<file path="config.mk">
export PLATFORM = sky130hd
export DESIGN_NAME = epoch_seconds_to_calendar_date
export DESIGN_NICKNAME = d
export VERILOG_FILES = /design/src/ecd_pkg.sv /design/src/ecd_day_split.sv /design/src/ecd_clock.sv /design/src/ecd_date.sv /design/src/epoch_seconds_to_calendar_date.sv
export SDC_FILE = /design/constraint.sdc
export NUM_CORES = 1
export LEC_CHECK = 0
export BUFFER_PORTS_ARGS = -buffer_cell sky130_fd_sc_hd__buf_2
export CAP_MARGIN = 20
export CORE_ASPECT_RATIO = 0.5
export CORE_MARGIN = 4
export CORE_UTILIZATION = 43
export DETAILED_ROUTE_END_ITERATION = 10
export HOLD_SLACK_MARGIN = 0.15
export SYNTH_ARGS = -nofsm -noshare
export SYNTH_HDL_FRONTEND = slang
export SYNTH_HIERARCHICAL = 1
export SYNTH_SLANG_ARGS = --single-unit
</file>
<file path="constraint.sdc">
create_clock -name clk_i -period 5.2 [get_ports clk_i]
set_input_delay 0.52 -clock clk_i [delete_from_list [all_inputs] [get_ports clk_i]]
set_output_delay 0.52 -clock clk_i [all_outputs]
set_load 0.005 [all_outputs]
</file>
<file path="src/ecd_pkg.sv">
package ecd_pkg;

  // Pipeline depth, input register through output register
  localparam int NumStages = 6;

  // Day split: secs[31:7] / 675 by reciprocal multiply
  localparam int DayShift = 34;
  localparam logic [24:0] DayRecip = 25'((64'd1 << DayShift) / 64'd675);
  localparam logic [9:0] SecsPerDayOdd = 10'd675;

  // Calendar constants
  localparam logic [15:0] DaysFrom1968 = 16'(365 + 366);
  localparam logic [10:0] DaysPerQuad = 11'd1461;
  localparam logic [7:0] YearBaseOffset = 8'(1968 - 1900);

  // Reciprocals for the constant divides (MinRecip over 2**10, rest 2**16)
  localparam logic [5:0] QuadRecip = 6'((1 << 16) / 1461);
  localparam logic [13:0] WeekRecip = 14'((1 << 16) / 7);
  localparam logic [8:0] HourRecip = 9'((1 << 16) / 225);
  localparam logic [6:0] MinRecip = 7'((1 << 10) / 15);

  // Cumulative month start, non-leap
  function automatic logic [8:0] month_start(input logic [3:0] m);
    logic [8:0] v;
    case (m)
      4'd0:    v = 9'd0;
      4'd1:    v = 9'd31;
      4'd2:    v = 9'd59;
      4'd3:    v = 9'd90;
      4'd4:    v = 9'd120;
      4'd5:    v = 9'd151;
      4'd6:    v = 9'd181;
      4'd7:    v = 9'd212;
      4'd8:    v = 9'd243;
      4'd9:    v = 9'd273;
      4'd10:   v = 9'd304;
      4'd11:   v = 9'd334;
      default: v = 9'd365;
    endcase
    return v;
  endfunction

  // Month threshold, one day later from March on in a leap year
  function automatic logic [8:0] month_thr(input logic [3:0] m, input logic leap);
    return month_start(m) + 9'((leap && (m >= 4'd2)) ? 1 : 0);
  endfunction

endpackage

</file>
<file path="src/ecd_day_split.sv">
module ecd_day_split (
  input  logic                           clk_i,
  input  logic [ecd_pkg::NumStages-1:0]  adv_i,
  input  logic [31:0]                    epoch_seconds_i,
  output logic [15:0]                    days_o,
  output logic [16:0]                    sec_of_day_o
);

  logic [31:0] secs_q;
  logic [15:0] qest_q;
  logic [15:0] days_q, days_d;
  logic [16:0] sod_q, sod_d;

  logic [49:0] prod_w;
  logic [25:0] sub_w;
  logic [10:0] r_w;
  logic [9:0]  rr_w;

  // Stage 0: estimate of secs / 86400, low by at most one
  assign prod_w = 50'(epoch_seconds_i[31:7]) * 50'(ecd_pkg::DayRecip);

  always_ff @(posedge clk_i) begin
    if (adv_i[0]) begin
      secs_q <= epoch_seconds_i;
      qest_q <= prod_w[49:ecd_pkg::DayShift];
    end
  end

  // Stage 1: correct the estimate and rebuild seconds of day
  always_comb begin
    sub_w = 26'(secs_q[31:7]) - 26'(qest_q) * 26'(ecd_pkg::SecsPerDayOdd);
    r_w   = sub_w[10:0];
    if (r_w >= 11'(ecd_pkg::SecsPerDayOdd)) begin
      days_d = qest_q + 16'd1;
      rr_w   = 10'(r_w - 11'(ecd_pkg::SecsPerDayOdd));
    end else begin
      days_d = qest_q;
      rr_w   = r_w[9:0];
    end
    sod_d = {rr_w, secs_q[6:0]};
  end

  always_ff @(posedge clk_i) begin
    if (adv_i[1]) begin
      days_q <= days_d;
      sod_q  <= sod_d;
    end
  end

  assign days_o       = days_q;
  assign sec_of_day_o = sod_q;

endmodule

</file>
<file path="src/ecd_clock.sv">
module ecd_clock (
  input  logic                           clk_i,
  input  logic [ecd_pkg::NumStages-1:0]  adv_i,
  input  logic [16:0]                    sec_of_day_i,
  output logic [5:0]                     second_of_minute_o,
  output logic [5:0]                     minute_of_hour_o,
  output logic [4:0]                     hour_of_day_o
);

  logic [16:0] sod_q;
  logic [4:0]  hest_q;
  logic [11:0] rem2_q, rem2_d;
  logic [4:0]  hrs_q, hrs_d;
  logic [11:0] rem2b_q;
  logic [4:0]  hrsb_q;
  logic [5:0]  mest_q;
  logic [5:0]  sec_q, sec_d;
  logic [5:0]  min_q, min_d;
  logic [4:0]  hrso_q;

  logic [21:0] hprod_w;
  logic [16:0] hsub_w;
  logic [16:0] mprod_w;
  logic [11:0] msub_w;

  // Stage 2: hour estimate, (sod / 16) / 225
  assign hprod_w = 22'(sec_of_day_i[16:4]) * 22'(ecd_pkg::HourRecip);

  always_ff @(posedge clk_i) begin
    if (adv_i[2]) begin
      sod_q  <= sec_of_day_i;
      hest_q <= hprod_w[20:16];
    end
  end

  // Stage 3: correct hour, remainder within the hour
  always_comb begin
    hsub_w = sod_q - 17'(hest_q) * 17'd3600;
    if (hsub_w >= 17'd3600) begin
      hrs_d  = hest_q + 5'd1;
      rem2_d = 12'(hsub_w - 17'd3600);
    end else begin
      hrs_d  = hest_q;
      rem2_d = hsub_w[11:0];
    end
  end

  always_ff @(posedge clk_i) begin
    if (adv_i[3]) begin
      rem2_q <= rem2_d;
      hrs_q  <= hrs_d;
    end
  end

  // Stage 4: minute estimate, (rem / 4) / 15
  assign mprod_w = 17'(rem2_q[11:2]) * 17'(ecd_pkg::MinRecip);

  always_ff @(posedge clk_i) begin
    if (adv_i[4]) begin
      rem2b_q <= rem2_q;
      hrsb_q  <= hrs_q;
      mest_q  <= mprod_w[15:10];
    end
  end

  // Stage 5: correct minute, seconds remainder
  always_comb begin
    msub_w = rem2b_q - 12'(mest_q) * 12'd60;
    if (msub_w >= 12'd60) begin
      min_d = mest_q + 6'd1;
      sec_d = 6'(msub_w - 12'd60);
    end else begin
      min_d = mest_q;
      sec_d = msub_w[5:0];
    end
  end

  always_ff @(posedge clk_i) begin
    if (adv_i[5]) begin
      sec_q  <= sec_d;
      min_q  <= min_d;
      hrso_q <= hrsb_q;
    end
  end

  assign second_of_minute_o = sec_q;
  assign minute_of_hour_o   = min_q;
  assign hour_of_day_o      = hrso_q;

endmodule

</file>
<file path="src/ecd_date.sv">
module ecd_date (
  input  logic                           clk_i,
  input  logic [ecd_pkg::NumStages-1:0]  adv_i,
  input  logic [15:0]                    days_i,
  output logic [4:0]                     day_of_month_o,
  output logic [3:0]                     month_index_o,
  output logic [7:0]                     years_since_1900_o,
  output logic [2:0]                     weekday_o,
  output logic [8:0]                     day_of_year_o
);

  logic [15:0] iday_w, wk_w;
  logic [21:0] qprod_w;
  logic [29:0] wprod_w;

  logic [15:0] iday_q, wk_q;
  logic [5:0]  qest_q;
  logic [12:0] west_q;

  logic [15:0] qsub_w, wsub_w;
  logic [5:0]  quad_q, quad_d;
  logic [10:0] qday_q, qday_d;
  logic [2:0]  wday_q, wday_d;

  logic [10:0] t_w;
  logic [1:0]  yoff_w;
  logic [8:0]  jday_d, jday_q;
  logic        leap_d, leap_q;
  logic [7:0]  yrs_d, yrs_q;
  logic [2:0]  wdayb_q;

  logic [3:0]  mon_w;
  logic [8:0]  thr_w;
  logic [4:0]  mday_w;
  logic [4:0]  mday_q;
  logic [3:0]  mon_q;
  logic [7:0]  yrso_q;
  logic [2:0]  wdayo_q;
  logic [8:0]  jdayo_q;

  // Stage 2: days from 1968, quad and week estimates
  assign iday_w  = days_i + ecd_pkg::DaysFrom1968;
  assign wk_w    = days_i + 16'd4;
  assign qprod_w = 22'(iday_w) * 22'(ecd_pkg::QuadRecip);
  assign wprod_w = 30'(wk_w) * 30'(ecd_pkg::WeekRecip);

  always_ff @(posedge clk_i) begin
    if (adv_i[2]) begin
      iday_q <= iday_w;
      wk_q   <= wk_w;
      qest_q <= qprod_w[21:16];
      west_q <= wprod_w[28:16];
    end
  end

  // Stage 3: correct quad and weekday
  always_comb begin
    qsub_w = iday_q - 16'(qest_q) * 16'(ecd_pkg::DaysPerQuad);
    if (qsub_w >= 16'(ecd_pkg::DaysPerQuad)) begin
      quad_d = qest_q + 6'd1;
      qday_d = 11'(qsub_w - 16'(ecd_pkg::DaysPerQuad));
    end else begin
      quad_d = qest_q;
      qday_d = qsub_w[10:0];
    end
    wsub_w = wk_q - 16'(west_q) * 16'd7;
    if (wsub_w >= 16'd7) begin
      wday_d = 3'(wsub_w - 16'd7);
    end else begin
      wday_d = wsub_w[2:0];
    end
  end

  always_ff @(posedge clk_i) begin
    if (adv_i[3]) begin
      quad_q <= quad_d;
      qday_q <= qday_d;
      wday_q <= wday_d;
    end
  end

  // Stage 4: year within the quad, leap flag, day of year
  always_comb begin
    t_w = qday_q - 11'd366;
    if (qday_q < 11'd366) begin
      yoff_w = 2'd0;
      jday_d = qday_q[8:0];
      leap_d = 1'b1;
    end else if (t_w >= 11'd730) begin
      yoff_w = 2'd3;
      jday_d = 9'(t_w - 11'd730);
      leap_d = 1'b0;
    end else if (t_w >= 11'd365) begin
      yoff_w = 2'd2;
      jday_d = 9'(t_w - 11'd365);
      leap_d = 1'b0;
    end else begin
      yoff_w = 2'd1;
      jday_d = t_w[8:0];
      leap_d = 1'b0;
    end
    yrs_d = ecd_pkg::YearBaseOffset + {quad_q, 2'b00} + 8'(yoff_w);
  end

  always_ff @(posedge clk_i) begin
    if (adv_i[4]) begin
      jday_q  <= jday_d;
      leap_q  <= leap_d;
      yrs_q   <= yrs_d;
      wdayb_q <= wday_q;
    end
  end

  // Stage 5: month search over thresholds, day of month
  always_comb begin
    mon_w = 4'd0;
    for (int m = 1; m < 12; m++) begin
      if (jday_q >= ecd_pkg::month_thr(4'(m), leap_q)) begin
        mon_w = 4'(m);
      end
    end
    thr_w  = ecd_pkg::month_thr(mon_w, leap_q);
    mday_w = 5'(jday_q - thr_w + 9'd1);
  end

  always_ff @(posedge clk_i) begin
    if (adv_i[5]) begin
      mday_q  <= mday_w;
      mon_q   <= mon_w;
      yrso_q  <= yrs_q;
      wdayo_q <= wdayb_q;
      jdayo_q <= jday_q;
    end
  end

  assign day_of_month_o     = mday_q;
  assign month_index_o      = mon_q;
  assign years_since_1900_o = yrso_q;
  assign weekday_o          = wdayo_q;
  assign day_of_year_o      = jdayo_q;

endmodule

</file>
<file path="src/epoch_seconds_to_calendar_date.sv">
// Converts unsigned seconds since 1970-01-01 00:00:00 UTC into a UTC calendar
// date and time of day: second, minute, hour, day of month, zero-based month,
// years since 1900, weekday (0 = Sunday) and zero-based day of year. Leap years
// follow the every-fourth-year rule, which is correct through the end of 2099;
// later inputs keep that rule (2100 counts as leap). The block is a six-stage
// pipeline that takes one beat per cycle while the output is not held off;
// the stages are the day split multiplier, its correction, and four stages
// of constant divides and the month threshold search. A stall holds every
// stage that cannot move; empty stages still fill, so bubbles close up.
module epoch_seconds_to_calendar_date (
  input  logic        clk_i,
  input  logic        rst_ni,
  input  logic        in_valid_i,
  output logic        in_ready_o,
  input  logic [31:0] epoch_seconds_i,
  output logic        out_valid_o,
  input  logic        out_ready_i,
  output logic [5:0]  second_of_minute_o,
  output logic [5:0]  minute_of_hour_o,
  output logic [4:0]  hour_of_day_o,
  output logic [4:0]  day_of_month_o,
  output logic [3:0]  month_index_o,
  output logic [7:0]  years_since_1900_o,
  output logic [2:0]  weekday_o,
  output logic [8:0]  day_of_year_o
);

  localparam int Last = ecd_pkg::NumStages - 1;

  logic [ecd_pkg::NumStages-1:0] vld_q;
  logic [ecd_pkg::NumStages-1:0] adv_w;
  logic [15:0]                   days_w;
  logic [16:0]                   sod_w;

  // Stage i may load when it is empty or its beat moves on
  always_comb begin
    adv_w[Last] = !vld_q[Last] || out_ready_i;
    for (int i = Last - 1; i >= 0; i--) begin
      adv_w[i] = !vld_q[i] || adv_w[i+1];
    end
  end

  // Valid bits travel with the data
  always_ff @(posedge clk_i or negedge rst_ni) begin
    if (!rst_ni) begin
      vld_q <= '0;
    end else begin
      if (adv_w[0]) begin
        vld_q[0] <= in_valid_i;
      end
      for (int i = 1; i < ecd_pkg::NumStages; i++) begin
        if (adv_w[i]) begin
          vld_q[i] <= vld_q[i-1];
        end
      end
    end
  end

  assign in_ready_o  = adv_w[0];
  assign out_valid_o = vld_q[Last];

  ecd_day_split u_day_split (
    .clk_i           (clk_i),
    .adv_i           (adv_w),
    .epoch_seconds_i (epoch_seconds_i),
    .days_o          (days_w),
    .sec_of_day_o    (sod_w)
  );

  ecd_clock u_clock (
    .clk_i              (clk_i),
    .adv_i              (adv_w),
    .sec_of_day_i       (sod_w),
    .second_of_minute_o (second_of_minute_o),
    .minute_of_hour_o   (minute_of_hour_o),
    .hour_of_day_o      (hour_of_day_o)
  );

  ecd_date u_date (
    .clk_i              (clk_i),
    .adv_i              (adv_w),
    .days_i             (days_w),
    .day_of_month_o     (day_of_month_o),
    .month_index_o      (month_index_o),
    .years_since_1900_o (years_since_1900_o),
    .weekday_o          (weekday_o),
    .day_of_year_o      (day_of_year_o)
  );

endmodule
</file>
# == Word-level counts from Yosys, hierarchy flattened ==
# Memory sizes are Yosys's and may differ from the RTL's.
# Cells that the tools add are included.
# op_classes
n_addsub,34
mul,10
order_cmp,20
mux,29
n_reduce_logical,13
# op_table
op,count
$ge A9 B9 Y1,10
$mul A25 B24 Y49 const B,1
$add A8 B9 Y9 const A,4
$sub A16 B16 Y16,2
$mul A16 B13 Y28 const B,1
$add A9 B9 Y9 const A,3
$mux W9,3
$ge A11 B10 Y1 const B,2
$mul A13 B9 Y21 const B,1
$mul A16 B4 Y20 const B,1
$add A7 B9 Y9 const A,2
$mux W6,3
$ge A17 B12 Y1 const B,1
$sub A17 B17 Y17,1
$add A16 B1 Y16 const B,1
$add A16 B10 Y16 const B,1
$add A16 B3 Y16 const B,1
$ge A16 B11 Y1 const B,1
$ge A16 B3 Y1 const B,1
$mul A13 B3 Y16 const B,1
$mul A16 B10 Y11 const B,1
$mul A6 B11 Y16 const B,1
$mux W16,1
$mux W4,4
other kinds (35),58
# word_totals
wordCells,143
mem_bits_ro,144
mem_count,1
reg_bits,273
input_bits,36
output_inout_bits,48
# mem_list
memory,depth,width,read_ports,rd_clocked_by_memory_dff,wr,line_no,text
(name not given),16,9,1,0,0,ecd_pkg.sv:25,case (m)

# == Logic depth before layout (Yosys ltp) ==
# depth
ltp_word,19
mapped_depth,23
ltp_nobuf,23

# == Modules after synthesis ==
# Netlist, hierarchy kept.
# by_module_without_submodules
module,cells_each,area_per_inst_um2,seq_area_each_um2,instances
ecd_date,1220,12851.1,3633.5,1
ecd_day_split,1180,12828.6,2011.9,1
ecd_clock,550,6518.8,2372.3,1
epoch_seconds_to_calendar_date,20,249.0,150.1,1

# == Worst setup path before layout ==
# OpenSTA, ideal clock, no wires.
# synth_timing
path_kind,input to register
from,in epoch_seconds_i[15]
to,"reg u_day_split.qest_q[10], data pin"
slack_ns,-0.873
arrival_time_ns,5.802
n_path_buf,0
setup_ns,0.271
required_ns,4.929
stages,20
path_cell_list,fa_1 > ha_1 > inv_1 > fa_1 > fa_1 > inv_1 > fa_1 > fa_1 > inv_1 > fa_1 > inv_1 > ha_1 > a211oi_1 > o21ai_0 > and3_1 > o21ba_2 > or4_1 > o21ai_1 > o311ai_1 > xor2_1
# synth_via
elab_chain_cells,1
# synth_rtl
element,line_no,text
"start, declared",epoch_seconds_to_calendar_date.sv:15,"input logic [31:0] epoch_seconds_i,"
$mul A25 B24 Y49,ecd_day_split.sv:20,assign prod_w = 50'(epoch_seconds_i[31:7]) * 50'(ecd_pkg::DayRecip);
via u_day_split.prod_w[44],ecd_day_split.sv:14,logic [49:0] prod_w;
"end signal, assigned",ecd_day_split.sv:25,qest_q <= prod_w[49:ecd_pkg::DayShift];
"end, declared",ecd_day_split.sv:10,logic [15:0] qest_q;
# The timed path passes the listed nets, and every way through them passes these cells.
# A chain may end at the register's enable or synchronous reset.

# == Worst setup path in the final report ==
# layout_timing
from,in epoch_seconds_i[21]
to,"reg u_day_split.qest_q[7], data pin"
# The elaborated chain is that of the path after synthesis.

==> flow_metrics.env <==
export IMPL_ys_warn_count=6
export IMPL_slew_violations=0
export IMPL_max_slew_margin=0.358
export IMPL_via_count=21800
export IMPL_syn_to_final_growth_pct=17.7
export IMPL_grt_overflow=0
export IMPL_drc=0
export IMPL_setup_violations=11
export IMPL_ys_seq_elements=273
export IMPL_final_common_cell="ha_1"
export IMPL_cts_sinks=273
export IMPL_grt_first_pass_wirelength_um=112000
export IMPL_rrSetupSlack_ns=0.17
export IMPL_dr_pass1_iters=5
export IMPL_start_util=0.439
export IMPL_cp_slowest_cell="fa_1"
export IMPL_yosys_top_cells_area="ha_1 (26%), edfxtp_1 (25%), fa_1 (18%)"
export IMPL_syn_cell_area_mm2=0.0324
export IMPL_synth_edf_count=267
export IMPL_diodes=0
export IMPL_critPathArrivalTime_ns=5.76
export IMPL_h_tree_depth=1
export IMPL_endpoint_kind="flop"
export IMPL_num_nets_final=4290
export IMPL_synth_largest_area_cell="ha_1"
export IMPL_yosysSeqAreaShare=0.252
export IMPL_crit_family="adder cells"
export IMPL_r2r_end="u_date/west_q[3]"
export IMPL_antenna_found_initial=0
export IMPL_synth_avg_cell_area_um2=10.9
export IMPL_design_area_mm2=0.0382
export IMPL_synth_fp_nets=3958
export IMPL_synth_top_area_share=0.256
export IMPL_cp_max_fo=5
export IMPL_critical_path_max_stage_delay_ns=0.51
export IMPL_core_area_mm2=0.0739
export IMPL_synthesis_instances=2970
export IMPL_cts_buffers=30
export IMPL_status="finished with violations"
export IMPL_start_kind="input pin"
export IMPL_drt_initial_drc_count=846
export IMPL_finalWirelength_um=66600
export IMPL_grt_start_max_net_pins=74
export IMPL_worstMarginPinSlew_ns=0.963
export IMPL_num_rows=70
export IMPL_routabilityCongestion=0.910
export IMPL_die_y_um=202
export IMPL_wl_per_cell_um=15.4
export IMPL_cts_buffer_depth=3
export IMPL_yosysUniqueCellTypes=109
export IMPL_min_period_over_period=1.04
export IMPL_crit_chain="buf_12 > fa_2 > ha_4 > inv_2 > fa_1 > inv_1 > fa_1 > fa_1 > fa_1 > inv_2 > fa_1 > inv_2 > ha_4 > a211o_1 > o211ai_1 > a21oi_2 > o21ba_4 > or4_4 > o21ai_4 > o21bai_1 > xor2_1"
export IMPL_fin_ws_ns=-0.221
export IMPL_cap_viol_max_count=0
export IMPL_cts_tree="done"
export IMPL_portBuffers=83
export IMPL_critPathRequiredTime_ns=5.54
export IMPL_ant_nets=0
export IMPL_viasPerCell=5.04
export IMPL_cts_root_buffer="clkbuf_16"
export IMPL_grt_setup_unrepaired="yes"
export IMPL_final_cell_mix="ha_1 (612), inv_1 (553), edfxtp_1 (267)"
export IMPL_violations="setup timing"
export IMPL_async_flop_share=0.0220
export IMPL_hp_class="in -> async"
export IMPL_placed_area_mm2=0.0358
export IMPL_fin_skew_ns=0.0141
export IMPL_io_pin_count=84
export IMPL_grt_usage=0.167
export IMPL_r2r_cells=23
export IMPL_path_buf_inv=5
export IMPL_synthFlopType="edfxtp_1"
export IMPL_r2r_start="u_day_split/days_o[3]"
export IMPL_hold_viol=0
export IMPL_first_global_vias=22500
export IMPL_path_clk_slew_ns=0.06
export IMPL_worstSetupPathType="in -> reg"
export IMPL_drive_gt1_frac=0.186
export IMPL_die_area_mm2=0.0802
export IMPL_fmax_mhz=184
export IMPL_die_x_um=396
export IMPL_period_needed_ns=5.42
export IMPL_dp_hpwl_um=56200
export IMPL_clock_latency_ns=0.60
export IMPL_crit_top_cell="fa_1"
==> synthesized netlist by cell type, types with 16 or more instances <==
library cell  number
o211ai_1          23
o21ai_0           66
nor2_1           110
inv_1            585
nand2_1           78
o21bai_1          16
fa_1             289
nand2b_1          21
edfxtp_1         267
and3_1            17
o21a_1            25
a21oi_1          110
ha_1             663
xor2_1            69
a21o_1            53
nand3_1           32
o21ai_1           24
nor3_1            39
xnor2_1          148
==> cells by family (layout without fill, tap and decap cells) <==
group,Yosys count,in the layout,share of synthesized area
AND/OR/NAND/NOR,398,398,0.0624
adder cells (fa/ha/maj),952,952,0.434
AO/OA/AOI/OAI,493,493,0.113
flip-flops,273,273,0.252
multiplexers,16,16,0.00555
XOR/XNOR,219,219,0.0596
buffers and inverters,619,974,0.0739
==> state kept, by name, indices dropped and copies added, names as in the netlist, 6 cells and up <==
name and count:
u_date/qest_q 6, u_day_split/qest_q 16, u_date/quad_q 6, u_date/day_of_year_o 9
u_date/years_since_1900_o 8, u_date/qday_q 11, u_clock/minute_of_hour_o 6, u_clock/mest_q 6
u_clock/rem2_q 12, u_clock/rem2b_q 12, u_day_split/days_o 16, u_day_split/secs_q 18
u_clock/second_of_minute_o 6, u_date/iday_q 16, u_date/west_q 13, u_day_split/sec_of_day_o 17
vld_q 6, u_date/jday_q 9, u_clock/sod_q 17, u_date/yrs_q 8
u_date/wk_q 16
==> routing by layer <==
metal / wire [um] / global-route usage
met3: 1920 / 0.0165
met1: 32700 / 0.238
met2: 30800 / 0.282
met4: 1090 / 0.0273
met5: 0 / 0
==> how the worst max path moves through the flow <==
stage,start,end,slack (ns),cells past startpoint
after floorplan,epoch_seconds_i[21],u_day_split/qest_q[8],-0.64,19
after global placement,epoch_seconds_i[9],u_day_split/qest_q[9],-0.97,21
after detailed placement,epoch_seconds_i[9],u_day_split/qest_q[10],-1.04,21
after CTS,epoch_seconds_i[21],u_day_split/qest_q[8],-0.21,20
after global routing,epoch_seconds_i[21],u_day_split/qest_q[9],-0.34,21
final,epoch_seconds_i[21],u_day_split/qest_q[7],-0.22,21
==> stage by stage <==
step	std cells	hold WS, ns	setup WS [ns]	util	TNS (ns)
global placement	4240	0.348	-0.969	0.485	-14.56
floorplan	2970	0.224	-0.636	-	-4.87
CTS	4308	0.227	-0.209	0.504	-1.06
finish	4333	0.274	-0.221	0.517	-1.16
global route	4333	0.261	-0.339	0.517	-3.17
detailed placement	4240	0.356	-1.04	0.485	-16.21
==> area by class of cell <==
type                    instances  area [um2]
clock buffers                  39         785
clock inverters                16         223
fillers                      6646       35700
inverters                     586        2200
multi-input cells            2078       23000
flip-flops and latches        273        8170
well taps                    1008        1260
repair buffers                333        2520
==> repair_timing <==
action	CTS	global route
endpoints found under the hold margin	14	0
hold buffers	9	0
gates resized for setup	72	129
setup buffers	5	26
gates cloned	0	0
pin swaps	50	87
endpoints found under the setup margin	37	56
Power is not shown: default switching activity piles up to over one toggle a cycle in this logic, so the estimate is an artifact.
